[config.mk]
export PLATFORM = sky130hd
export DESIGN_NAME = mesh_snake_allocator
export DESIGN_NICKNAME = d
export VERILOG_FILES = /design/src/hdl/msa_pkg.sv /design/src/hdl/msa_dp.sv /design/src/hdl/msa_ctrl.sv /design/src/hdl/mesh_snake_allocator.sv
export SDC_FILE = /design/constraint.sdc
export NUM_CORES = 1
export LEC_CHECK = 0
export BUFFER_PORTS_ARGS = -buffer_cell sky130_fd_sc_hd__buf_2
export CAP_MARGIN = 10
export CORE_MARGIN = 5
export CORE_UTILIZATION = 30
export CTS_CLUSTER_SIZE = 24
export DETAILED_ROUTE_END_ITERATION = 7
export PLACE_DENSITY = 0.45
export SYNTH_ARGS = -nofsm -noshare
export SYNTH_HDL_FRONTEND = slang
export SYNTH_SLANG_ARGS = --single-unit
[constraint.sdc]
create_clock -name i_clk -period 10.4 [get_ports i_clk]
set_input_delay 1.56 -clock i_clk [delete_from_list [all_inputs] [get_ports i_clk]]
set_output_delay 1.56 -clock i_clk [all_outputs]
set_load 0.05 [all_outputs]
[src/hdl/msa_pkg.sv]
// Shared constants, command and status types for the mesh snake allocator.
package msa_pkg;

    localparam int MAX_NODES_DEF = 64;
    localparam int MAX_DIMS_DEF  = 3;

    localparam int PROCS_W = 13;
    localparam int EXT_W   = 7;
    localparam int DIMS_W  = 2;
    localparam int IDX_W   = 6;
    localparam int CFG_W   = 7;
    localparam int CFG_IW  = 3;
    // numerator of the ceiling division: procs + cores - 1
    localparam int NUM_W   = PROCS_W + 1;

    localparam logic [CFG_IW-1:0] CFG_SIZE_X = 3'd0;
    localparam logic [CFG_IW-1:0] CFG_SIZE_Y = 3'd1;
    localparam logic [CFG_IW-1:0] CFG_SIZE_Z = 3'd2;
    localparam logic [CFG_IW-1:0] CFG_DIMS   = 3'd3;
    localparam logic [CFG_IW-1:0] CFG_CORES  = 3'd4;

    localparam logic [EXT_W-1:0]  SIZE_RST  = 7'd4;
    localparam logic [DIMS_W-1:0] DIMS_RST  = 2'd3;
    localparam logic [EXT_W-1:0]  CORES_RST = 7'd1;

    typedef enum logic [3:0] {
        OP_NONE,
        OP_LOAD,
        OP_DIV,
        OP_SETUP,
        OP_ROOT_INIT,
        OP_ROOT_STEP,
        OP_ROOT_NEXT,
        OP_BOX_INIT,
        OP_PROD,
        OP_GROW_INC,
        OP_GROW_NEXT,
        OP_WALK
    } t_op;

    typedef enum logic [1:0] {
        EMIT_NONE,
        EMIT_NODE,
        EMIT_ONE,
        EMIT_BIG
    } t_emit;

    typedef struct packed {
        t_op   op;
        t_emit emit;
    } t_cmd;

    typedef struct packed {
        logic div_last;
        logic k_dims_last;
        logic k_nd_done;
        logic need_zero;
        logic need_one;
        logic need_big;
        logic acc_ok;
        logic box_full;
        logic g_last;
        logic walk_last;
        logic out_free;
    } t_stat;

endpackage

[src/hdl/msa_dp.sv]
// Datapath: divider, saturating multiplier, box registers, snake walker, output stage.
module msa_dp
    import msa_pkg::*;
#(
    parameter int MAX_NODES = MAX_NODES_DEF,
    parameter int MAX_DIMS  = MAX_DIMS_DEF
) (
    input  logic               i_clk,
    input  logic               i_rst_n,
    input  logic [PROCS_W-1:0] i_procs_needed,
    input  logic [EXT_W-1:0]   i_size_x,
    input  logic [EXT_W-1:0]   i_size_y,
    input  logic [EXT_W-1:0]   i_size_z,
    input  logic [DIMS_W-1:0]  i_dims_used,
    input  logic [EXT_W-1:0]   i_cores_per_node,
    input  t_cmd               i_cmd,
    output t_stat              o_stat,
    input  logic               i_out_ready,
    output logic               o_out_valid,
    output logic [IDX_W-1:0]   o_node_index,
    output logic               o_last,
    output logic               o_too_big
);

    localparam int NW     = $clog2(MAX_NODES + 1);
    localparam int MB_W   = (NW > EXT_W) ? NW : EXT_W;
    localparam int PW     = NW + MB_W;
    localparam int DI_W   = (MAX_DIMS > 1) ? $clog2(MAX_DIMS) : 1;
    localparam int ND_W   = $clog2(MAX_DIMS + 1);
    localparam int DCNT_W = $clog2(NUM_W);

    function automatic logic [EXT_W-1:0] f_nz(input logic [EXT_W-1:0] v);
        return (v == '0) ? EXT_W'(1) : v;
    endfunction

    // divider
    logic [NUM_W-1:0]  r_quo;
    logic [EXT_W-1:0]  r_rem;
    logic [DCNT_W-1:0] r_dcnt;
    // shared multiplier accumulator and step counter
    logic [NW-1:0]     r_acc;
    logic [ND_W-1:0]   r_k;
    logic [NW-1:0]     r_c;
    logic [IDX_W-1:0]  r_sacc;
    logic [IDX_W-1:0]  r_stride [MAX_DIMS];
    logic [EXT_W-1:0]  r_box    [MAX_DIMS];
    logic [DI_W-1:0]   r_g;
    // snake walker
    logic [EXT_W-1:0]  r_loc    [MAX_DIMS];
    logic [MAX_DIMS-1:0] r_fwd;
    logic [IDX_W-1:0]  r_idx;
    logic [NW-1:0]     r_cnt;
    // output stage
    logic              r_ov;
    logic [IDX_W-1:0]  r_node;
    logic              r_last;
    logic              r_big;

    logic [EXT_W-1:0]  cpn;
    logic [EXT_W-1:0]  ext [MAX_DIMS];
    logic [ND_W-1:0]   nd;
    logic [DIMS_W:0]   nd_raw;
    logic [DI_W-1:0]   ki;
    logic [NW-1:0]     need_n;
    logic [EXT_W:0]    div_t;
    logic              div_ge;
    logic [MB_W-1:0]   mul_b;
    logic [PW-1:0]     mul_p;
    logic [NW-1:0]     acc_sat;
    logic [2*EXT_W-1:0] smul;
    logic              walk_last;
    logic              out_free;

    logic [DI_W-1:0]     ld;
    logic [MAX_DIMS-1:0] at_end;
    logic [MAX_DIMS-1:0] n_fwd;
    logic                going;
    int                  cur;
    logic                mv_found;
    logic [DI_W-1:0]     mv_dim;

    always_comb begin
        logic [EXT_W-1:0] sz;
        cpn = f_nz(i_cores_per_node);
        nd_raw = (i_dims_used == '0) ? (DIMS_W + 1)'(1) : {1'b0, i_dims_used};
        if (int'(nd_raw) > MAX_DIMS) begin
            nd = ND_W'(MAX_DIMS);
        end else begin
            nd = ND_W'(nd_raw);
        end
        for (int i = 0; i < MAX_DIMS; i++) begin
            sz = EXT_W'(1);
            if (i == 0) begin
                sz = f_nz(i_size_x);
            end else if (i == 1) begin
                sz = f_nz(i_size_y);
            end else if (i == 2) begin
                sz = f_nz(i_size_z);
            end
            ext[i] = (i < int'(nd)) ? sz : EXT_W'(1);
        end
    end

    assign ki     = r_k[DI_W-1:0];
    assign need_n = r_quo[NW-1:0];

    assign div_t  = {r_rem, r_quo[NUM_W-1]};
    assign div_ge = (div_t >= {1'b0, cpn});

    always_comb begin
        case (i_cmd.op)
            OP_SETUP:     mul_b = MB_W'(ext[ki]);
            OP_ROOT_STEP: mul_b = MB_W'(r_c);
            OP_PROD:      mul_b = MB_W'(r_box[ki]);
            default:      mul_b = MB_W'(1);
        endcase
    end

    // saturate at the node limit: only comparisons against a need up to it matter
    assign mul_p   = PW'(r_acc) * PW'(mul_b);
    assign acc_sat = (mul_p > PW'(MAX_NODES)) ? NW'(MAX_NODES) : mul_p[NW-1:0];
    assign smul    = (2*EXT_W)'(r_sacc) * (2*EXT_W)'(ext[ki]);

    assign walk_last = (r_cnt == need_n - NW'(1));
    assign out_free  = !r_ov || i_out_ready;

    // snake step: flip directions at ends, then move the dim where the carry stops
    always_comb begin
        ld = '0;
        for (int i = 0; i < MAX_DIMS; i++) begin
            if (r_box[i] != EXT_W'(1)) begin
                ld = DI_W'(i);
            end
            at_end[i] = r_fwd[i] ? (r_loc[i] == r_box[i] - EXT_W'(1)) : (r_loc[i] == '0);
        end
        going = 1'b1;
        cur   = 0;
        n_fwd = r_fwd;
        for (int i = 0; i < MAX_DIMS; i++) begin
            if (going) begin
                if (at_end[i]) begin
                    n_fwd[i] = !r_fwd[i];
                    if (i == int'(ld)) begin
                        going = 1'b0;
                        cur   = i;
                    end else begin
                        cur = i + 1;
                    end
                end else begin
                    going = 1'b0;
                    cur   = i;
                end
            end
        end
        mv_found = 1'b0;
        mv_dim   = '0;
        for (int i = MAX_DIMS - 1; i >= 0; i--) begin
            if (!mv_found && i <= cur && r_box[i] != EXT_W'(1)) begin
                mv_found = 1'b1;
                mv_dim   = DI_W'(i);
            end
        end
    end

    always_ff @(posedge i_clk) begin
        case (i_cmd.op)
            OP_LOAD: begin
                r_quo  <= NUM_W'(i_procs_needed) + NUM_W'(cpn) - NUM_W'(1);
                r_rem  <= '0;
                r_dcnt <= '0;
                r_acc  <= NW'(1);
                r_k    <= '0;
                r_sacc <= IDX_W'(1);
                r_g    <= '0;
                r_fwd  <= '1;
                r_idx  <= '0;
                r_cnt  <= '0;
                for (int i = 0; i < MAX_DIMS; i++) begin
                    r_loc[i] <= '0;
                end
            end
            OP_DIV: begin
                r_rem  <= div_ge ? EXT_W'(div_t - {1'b0, cpn}) : div_t[EXT_W-1:0];
                r_quo  <= {r_quo[NUM_W-2:0], div_ge};
                r_dcnt <= r_dcnt + DCNT_W'(1);
            end
            OP_SETUP: begin
                r_acc        <= acc_sat;
                r_stride[ki] <= r_sacc;
                r_sacc       <= smul[IDX_W-1:0];
                r_k          <= r_k + ND_W'(1);
            end
            OP_ROOT_INIT: begin
                r_c   <= (nd == ND_W'(1)) ? need_n : NW'(2);
                r_acc <= NW'(1);
                r_k   <= '0;
            end
            OP_ROOT_STEP: begin
                r_acc <= acc_sat;
                r_k   <= r_k + ND_W'(1);
            end
            OP_ROOT_NEXT: begin
                r_c   <= r_c + NW'(1);
                r_acc <= NW'(1);
                r_k   <= '0;
            end
            OP_BOX_INIT: begin
                for (int i = 0; i < MAX_DIMS; i++) begin
                    if (i < int'(nd) && MB_W'(r_c) < MB_W'(ext[i])) begin
                        r_box[i] <= EXT_W'(r_c);
                    end else begin
                        r_box[i] <= ext[i];
                    end
                end
                r_acc <= NW'(1);
                r_k   <= '0;
            end
            OP_PROD: begin
                r_acc <= acc_sat;
                r_k   <= r_k + ND_W'(1);
            end
            OP_GROW_INC: begin
                r_box[r_g] <= r_box[r_g] + EXT_W'(1);
                r_acc      <= NW'(1);
                r_k        <= '0;
            end
            OP_GROW_NEXT: begin
                r_g <= r_g + DI_W'(1);
            end
            OP_WALK: begin
                r_fwd <= n_fwd;
                r_cnt <= r_cnt + NW'(1);
                if (mv_found) begin
                    if (n_fwd[mv_dim]) begin
                        r_loc[mv_dim] <= r_loc[mv_dim] + EXT_W'(1);
                        r_idx         <= r_idx + r_stride[mv_dim];
                    end else if (r_loc[mv_dim] != '0) begin
                        r_loc[mv_dim] <= r_loc[mv_dim] - EXT_W'(1);
                        r_idx         <= r_idx - r_stride[mv_dim];
                    end
                end
            end
            default: begin
            end
        endcase
    end

    // output stage: a beat waits here while the receiver stalls
    always_ff @(posedge i_clk) begin
        if (!i_rst_n) begin
            r_ov <= 1'b0;
        end else if (i_cmd.emit != EMIT_NONE) begin
            r_ov <= 1'b1;
        end else if (i_out_ready) begin
            r_ov <= 1'b0;
        end
        case (i_cmd.emit)
            EMIT_NODE: begin
                r_node <= r_idx;
                r_last <= walk_last;
                r_big  <= 1'b0;
            end
            EMIT_ONE: begin
                r_node <= '0;
                r_last <= 1'b1;
                r_big  <= 1'b0;
            end
            EMIT_BIG: begin
                r_node <= '0;
                r_last <= 1'b1;
                r_big  <= 1'b1;
            end
            default: begin
            end
        endcase
    end

    assign o_out_valid  = r_ov;
    assign o_node_index = r_node;
    assign o_last       = r_last;
    assign o_too_big    = r_big;

    assign o_stat.div_last    = (r_dcnt == DCNT_W'(NUM_W - 1));
    assign o_stat.k_dims_last = (r_k == ND_W'(MAX_DIMS - 1));
    assign o_stat.k_nd_done   = (r_k == nd);
    assign o_stat.need_zero   = (r_quo == '0);
    assign o_stat.need_one    = (r_quo == NUM_W'(1));
    assign o_stat.need_big    = (r_quo > NUM_W'(r_acc));
    assign o_stat.acc_ok      = (NUM_W'(r_acc) >= r_quo);
    assign o_stat.box_full    = (r_box[r_g] >= ext[r_g]);
    assign o_stat.g_last      = (r_g == DI_W'(MAX_DIMS - 1));
    assign o_stat.walk_last   = walk_last;
    assign o_stat.out_free    = out_free;

`ifndef SYNTHESIS
    a_emit_free: assert property (@(posedge i_clk) disable iff (!i_rst_n)
        (i_cmd.emit != EMIT_NONE) |-> out_free)
        else $error("beat loaded while output stage is occupied");
    a_big_single: assert property (@(posedge i_clk) disable iff (!i_rst_n)
        (r_ov && r_big) |-> (r_last && r_node == '0))
        else $error("oversize beat is not a single last beat at node zero");
    a_walk_count: assert property (@(posedge i_clk) disable iff (!i_rst_n)
        (i_cmd.op == OP_WALK) |-> (r_cnt < need_n))
        else $error("walk runs past the node count");
    a_walk_loc: assert property (@(posedge i_clk) disable iff (!i_rst_n)
        (i_cmd.op == OP_WALK) |-> (r_loc[0] < r_box[0]))
        else $error("snake position left the box");
`endif

endmodule

[src/hdl/msa_ctrl.sv]
// Controller: sequences division, mesh setup, root search, box growth and the walk.
module msa_ctrl
    import msa_pkg::*;
(
    input  logic  i_clk,
    input  logic  i_rst_n,
    input  logic  i_in_valid,
    output logic  o_in_ready,
    input  t_stat i_stat,
    output t_cmd  o_cmd
);

    typedef enum logic [3:0] {
        S_IDLE,
        S_DIV,
        S_SETUP,
        S_CHECK,
        S_ROOT,
        S_PROD,
        S_GROW,
        S_WALK,
        S_ONE,
        S_BIG
    } t_state;

    t_state r_state;
    t_state n_state;

    always_comb begin
        n_state    = r_state;
        o_cmd.op   = OP_NONE;
        o_cmd.emit = EMIT_NONE;
        case (r_state)
            S_IDLE: begin
                if (i_in_valid) begin
                    o_cmd.op = OP_LOAD;
                    n_state  = S_DIV;
                end
            end
            S_DIV: begin
                o_cmd.op = OP_DIV;
                if (i_stat.div_last) begin
                    n_state = S_SETUP;
                end
            end
            S_SETUP: begin
                o_cmd.op = OP_SETUP;
                if (i_stat.k_dims_last) begin
                    n_state = S_CHECK;
                end
            end
            S_CHECK: begin
                if (i_stat.need_zero) begin
                    n_state = S_IDLE;
                end else if (i_stat.need_big) begin
                    n_state = S_BIG;
                end else if (i_stat.need_one) begin
                    n_state = S_ONE;
                end else begin
                    o_cmd.op = OP_ROOT_INIT;
                    n_state  = S_ROOT;
                end
            end
            S_ROOT: begin
                if (!i_stat.k_nd_done) begin
                    o_cmd.op = OP_ROOT_STEP;
                end else if (i_stat.acc_ok) begin
                    o_cmd.op = OP_BOX_INIT;
                    n_state  = S_PROD;
                end else begin
                    o_cmd.op = OP_ROOT_NEXT;
                end
            end
            S_PROD: begin
                o_cmd.op = OP_PROD;
                if (i_stat.k_dims_last) begin
                    n_state = S_GROW;
                end
            end
            S_GROW: begin
                if (i_stat.acc_ok) begin
                    n_state = S_WALK;
                end else if (!i_stat.box_full) begin
                    o_cmd.op = OP_GROW_INC;
                    n_state  = S_PROD;
                end else if (i_stat.g_last) begin
                    n_state = S_WALK;
                end else begin
                    o_cmd.op = OP_GROW_NEXT;
                end
            end
            S_WALK: begin
                if (i_stat.out_free) begin
                    o_cmd.op   = OP_WALK;
                    o_cmd.emit = EMIT_NODE;
                    if (i_stat.walk_last) begin
                        n_state = S_IDLE;
                    end
                end
            end
            S_ONE: begin
                if (i_stat.out_free) begin
                    o_cmd.emit = EMIT_ONE;
                    n_state    = S_IDLE;
                end
            end
            S_BIG: begin
                if (i_stat.out_free) begin
                    o_cmd.emit = EMIT_BIG;
                    n_state    = S_IDLE;
                end
            end
            default: begin
                n_state = S_IDLE;
            end
        endcase
    end

    always_ff @(posedge i_clk) begin
        if (!i_rst_n) begin
            r_state <= S_IDLE;
        end else begin
            r_state <= n_state;
        end
    end

    assign o_in_ready = (r_state == S_IDLE);

endmodule

[src/hdl/mesh_snake_allocator.sv]
// Mesh snake allocator: configuration registers, controller and datapath.
//
// Input channel (i_in_valid / o_in_ready) carries one beat per job: the
// processor count. Output channel (o_out_valid / i_out_ready) carries one
// beat per allocated node: its linear mesh index and a last flag, or a
// single beat with too_big set when the job does not fit the mesh.
// Configuration is written through i_cfg_we / i_cfg_index / i_cfg_data;
// the user must write it only while the block is idle, which the block
// itself does not enforce. Index 0..2 set the extents, 3 the dimension
// count, 4 the cores per node. One job at a time. A job runs through
// accept, ceiling division, mesh product and strides, range check, root
// candidates (one shared multiplier), box product and fit check, box
// growth step by step and past each full dimension, then the node walk;
// the node walk usually dominates. A zero count gives no beat. o_in_ready
// is high whenever the controller is idle, also while the final beat
// still waits in the output register. A stalled receiver holds the walk
// one node at a time; nothing is dropped. Reset returns to idle, empties
// the output register and restores the default configuration.
module mesh_snake_allocator
    import msa_pkg::*;
#(
    parameter int MAX_NODES = MAX_NODES_DEF,
    parameter int MAX_DIMS  = MAX_DIMS_DEF
) (
    input  logic               i_clk,
    input  logic               i_rst_n,
    input  logic               i_in_valid,
    output logic               o_in_ready,
    input  logic [PROCS_W-1:0] i_procs_needed,
    output logic               o_out_valid,
    input  logic               i_out_ready,
    output logic [IDX_W-1:0]   o_node_index,
    output logic               o_last,
    output logic               o_too_big,
    input  logic               i_cfg_we,
    input  logic [CFG_IW-1:0]  i_cfg_index,
    input  logic [CFG_W-1:0]   i_cfg_data
);

    logic [EXT_W-1:0]  r_size_x;
    logic [EXT_W-1:0]  r_size_y;
    logic [EXT_W-1:0]  r_size_z;
    logic [DIMS_W-1:0] r_dims_used;
    logic [EXT_W-1:0]  r_cores_per_node;

    t_cmd  cmd;
    t_stat stat;

    always_ff @(posedge i_clk) begin
        if (!i_rst_n) begin
            r_size_x         <= SIZE_RST;
            r_size_y         <= SIZE_RST;
            r_size_z         <= SIZE_RST;
            r_dims_used      <= DIMS_RST;
            r_cores_per_node <= CORES_RST;
        end else if (i_cfg_we) begin
            case (i_cfg_index)
                CFG_SIZE_X: r_size_x         <= i_cfg_data[EXT_W-1:0];
                CFG_SIZE_Y: r_size_y         <= i_cfg_data[EXT_W-1:0];
                CFG_SIZE_Z: r_size_z         <= i_cfg_data[EXT_W-1:0];
                CFG_DIMS:   r_dims_used      <= i_cfg_data[DIMS_W-1:0];
                CFG_CORES:  r_cores_per_node <= i_cfg_data[EXT_W-1:0];
                default: begin
                end
            endcase
        end
    end

    msa_ctrl u_ctrl (
        .i_clk      (i_clk),
        .i_rst_n    (i_rst_n),
        .i_in_valid (i_in_valid),
        .o_in_ready (o_in_ready),
        .i_stat     (stat),
        .o_cmd      (cmd)
    );

    msa_dp #(
        .MAX_NODES (MAX_NODES),
        .MAX_DIMS  (MAX_DIMS)
    ) u_dp (
        .i_clk            (i_clk),
        .i_rst_n          (i_rst_n),
        .i_procs_needed   (i_procs_needed),
        .i_size_x         (r_size_x),
        .i_size_y         (r_size_y),
        .i_size_z         (r_size_z),
        .i_dims_used      (r_dims_used),
        .i_cores_per_node (r_cores_per_node),
        .i_cmd            (cmd),
        .o_stat           (stat),
        .i_out_ready      (i_out_ready),
        .o_out_valid      (o_out_valid),
        .o_node_index     (o_node_index),
        .o_last           (o_last),
        .o_too_big        (o_too_big)
    );

endmodule

==> flow_metrics.env <==
export IMPL_status="finished, final reports clean"
export IMPL_powerDensity_mw_per_mm2=199
export IMPL_max_cap_viol_count=0
export IMPL_finClkSkew_ps=15.2
export IMPL_synth_edf_count=140
export IMPL_clock_latency_ps=490
export IMPL_syn_area_per_cell_um2=9.48
export IMPL_r2r_slack_ps=3040
export IMPL_area_growth_pct=10.0
export IMPL_synth_most_common_cell="nand2_1"
export IMPL_synth_cell_types=80
export IMPL_post_cts_resized=0
export IMPL_cts_sinks=179
export IMPL_period_share=0.708
export IMPL_track_usage=0.160
export IMPL_routed_wirelength_um=40200
export IMPL_worst_path_buf_inv=3
export IMPL_hold_viol_final=0
export IMPL_grt_pass1_wl_um=63100
export IMPL_worstPathArrival_ps=7650
export IMPL_postRouteAntennaNets=0
export IMPL_min_path_type="register to register"
export IMPL_cts_setup_buffers=0
export IMPL_synth_area_mm2=0.0141
export IMPL_synth_yosys_warnings=0
export IMPL_io_pins=38
export IMPL_die_area_mm2=0.0514
export IMPL_finalSetupViolCount=0
export IMPL_syn_inst=1486
export IMPL_start_util=0.303
export IMPL_ir_drop_mv=0.187
export IMPL_ys_ff_latch=179
export IMPL_setup_slack_ps=3040
export IMPL_pre_cts_ws_ps=3070
export IMPL_critPathSlowestCell="dfxtp_1"
export IMPL_min_period_ps=7360
export IMPL_cp_endpoint="u_dp.r_acc[1]$_SDFFCE_PP0N_"
export IMPL_place_congestion=0.868
export IMPL_cts_tree="yes"
export IMPL_synthTopCellsByArea="edfxtp_1 (30%), ha_1 (11%), dfxtp_1 (5.5%), fa_1 (4.7%), nand2_1 (4.6%)"
export IMPL_layout_drive_gt1_share=0.0870
export IMPL_cp_max_fo=26
export IMPL_grt_max_degree=35
export IMPL_crit_type="register to register"
export IMPL_rsz0062_at_grt="false"
export IMPL_clock_path_buffers=2
export IMPL_synth_top_area_share=0.298
export IMPL_crit_path_start="r_dims_used[1]$_SDFFE_PN1P_"
export IMPL_worst_path_stages=21
export IMPL_cp_cell_sequence="nor3b_1 -> a31oi_1 -> and2_0 -> a22oi_1 -> nand2_1 -> nand2_1 -> fa_1 -> fa_1 -> inv_1 -> fa_1 -> inv_1 -> fa_1 -> inv_1 -> ha_1 -> a2111oi_1 -> nor3_1 -> or4_1 -> a21boi_1 -> nor3_1 -> or3b_1 -> nor4b_1"
export IMPL_power_w=0.00308
export IMPL_wl_per_cell_um=18.9
export IMPL_relSlewSlack=0.238
export IMPL_yosys_area_top_type="edfxtp_1"
export IMPL_start_kind="register"
export IMPL_antenna_found_initial=0
export IMPL_cp_required_ps=10680
export IMPL_drt_iter0_drc=646
export IMPL_worst_pin_slew_ps=1140
export IMPL_root_buffer="clkbuf_16"
export IMPL_drc=0
export IMPL_worstHoldPathCells=2
export IMPL_antenna_cells=0
export IMPL_reg2reg_from="r_dims_used[1]$_SDFFE_PN1P_"
export IMPL_std_cell_rows=79
export IMPL_fin_tns_setup_ps=0
export IMPL_grt_pass1_vias=10600
export IMPL_numCtsBuffers=17
export IMPL_hpwlAfterDp_um=31600
export IMPL_async_flop_share=0
export IMPL_dr_pass1_iters=5
export IMPL_slew_violations=0
export IMPL_dr_total_vias=10800
export IMPL_leakagePower_nw=6.20
export IMPL_routed_via_density=5.09
export IMPL_whs_ps=474
export IMPL_path_clk_slew_ps=70
export IMPL_rr_worst_depth=21
export IMPL_cpPeakStageDelay_ps=850
export IMPL_htreeDepth=4
export IMPL_critPathCaptureType="register"
export IMPL_synth_fp_nets=1672
export IMPL_crit_top_cell="fa_1"
export IMPL_reg2reg_to="u_dp.r_acc[1]$_SDFFCE_PP0N_"
export IMPL_ys_flop_type="edfxtp_1"
export IMPL_synth_commonest_cells="nand2_1 (171), edfxtp_1 (140), nor2_1 (127)"
export IMPL_ctsHoldBuffers=0
export IMPL_die_h_um=227
export IMPL_final_net_count=1691
export IMPL_grt_overflow_total=0
export IMPL_crit_family="adder cells"
export IMPL_ys_seq_area_frac=0.354
export IMPL_port_buffers=37
export IMPL_fill_cells=4805
export IMPL_core_area_mm2=0.0466
export IMPL_die_w_um=227
export IMPL_fin_util=0.333
export IMPL_fmax_ghz=0.136
metal layers:
layer,up-vias,track usage,wire length [um]
li1,5354,-,-
met1,5238,0.220,19000
met2,184,0.259,18900
met3,46,0.0285,1450
met4,0,0.0475,842
met5,-,0,0
layout by cell type, fill, tap and decap left out, types with 15 or more instances in the layout:
cell type,n
mux2_2,15
buf_2,37
edfxtp_1,140
ha_1,125
nor2_1,127
dfxtp_1,39
o21ai_0,44
mux2i_1,38
xnor2_1,66
nand2b_1,27
nor2b_1,17
nor4_1,15
a21oi_1,91
nand3_1,35
nand2_1,171
xor2_1,31
inv_1,119
clkbuf_16,17
and2_1,31
nor3_1,26
fa_1,33
o21a_1,15
a21boi_0,23
cells by family (layout without fill, tap and decap cells):
kind of cell | count (synthesis) | count (layout) | synth area share
buffers and inverters | 165 | 197 | 0.0443
AO/OA/AOI/OAI | 298 | 298 | 0.142
flip-flops | 179 | 179 | 0.354
adder cells (fa/ha/maj) | 158 | 158 | 0.158
XOR/XNOR | 98 | 98 | 0.0619
AND/OR/NAND/NOR | 521 | 521 | 0.179
multiplexers | 67 | 67 | 0.0614
state kept, by name (all words and copies together) (netlist names), 3 cells and up, named ones only:
| register | cells |
|---|---|
| r_cores_per_node | 7 |
| r_size_x | 7 |
| r_size_y | 7 |
| r_size_z | 7 |
| u_ctrl.r_state | 4 |
| u_dp.o_node_index | 6 |
| u_dp.r_acc | 7 |
| u_dp.r_box | 28 |
| u_dp.r_c | 7 |
| u_dp.r_cnt | 7 |
| u_dp.r_dcnt | 4 |
| u_dp.r_fwd | 3 |
| u_dp.r_idx | 6 |
| u_dp.r_loc | 21 |
| u_dp.r_quo | 14 |
| u_dp.r_rem | 7 |
| u_dp.r_sacc | 6 |
| u_dp.r_stride | 18 |
where the power goes:
part	switching, W	internal, W
clock	0.000330	0.000317
sequential	0.000210	0.00100
combinational	0.000745	0.000471
how the worst min path moves through the flow:
stage | startpoint | end
2_1_floorplan | r_cores_per_node[0]$_SDFFE_PN1P_ | r_cores_per_node[0]$_SDFFE_PN1P_
3_3_place_gp | r_cores_per_node[0]$_SDFFE_PN1P_ | r_cores_per_node[0]$_SDFFE_PN1P_
3_5_place_dp | r_cores_per_node[0]$_SDFFE_PN1P_ | r_cores_per_node[0]$_SDFFE_PN1P_
4_1_cts | r_size_z[0]$_SDFFE_PN0P_ | r_size_z[0]$_SDFFE_PN0P_
5_1_grt | r_size_z[0]$_SDFFE_PN0P_ | r_size_z[0]$_SDFFE_PN0P_
6_report | r_size_z[0]$_SDFFE_PN0P_ | r_size_z[0]$_SDFFE_PN0P_
worst register-to-register path, stage by stage, from the launching register on:
cell and delay, ps:
dfxtp_1 850, nor3b_1 130, a31oi_1 400, and2_0 390, a22oi_1 270, nand2_1 180
nand2_1 90, fa_1 520, fa_1 550, inv_1 50, fa_1 530, inv_1 50
fa_1 470, inv_1 40, ha_1 350, a2111oi_1 580, nor3_1 150, or4_1 500
a21boi_1 140, nor3_1 100, or3b_1 480, nor4b_1 350
through the flow:
stage,instance area (um^2),std cells
2_1_floorplan,14100,1486
3_3_place_gp,14900,2092
3_5_place_dp,14900,2092
5_1_grt,15500,2125
4_1_cts,15500,2124
6_report,15500,2125
area by class of cell:
class                      instances  area (um^2)  area share
clock inverter                    14          144     0.00928
sequential                       179         4980       0.322
multi-input combinational       1142         8490       0.548
clock buffer                      18          429      0.0277
tap                              607          759      0.0490
timing repair buffer              43          234      0.0151
inverter                         122          458      0.0295
Note: power is estimated with default switching activity, not from simulation.
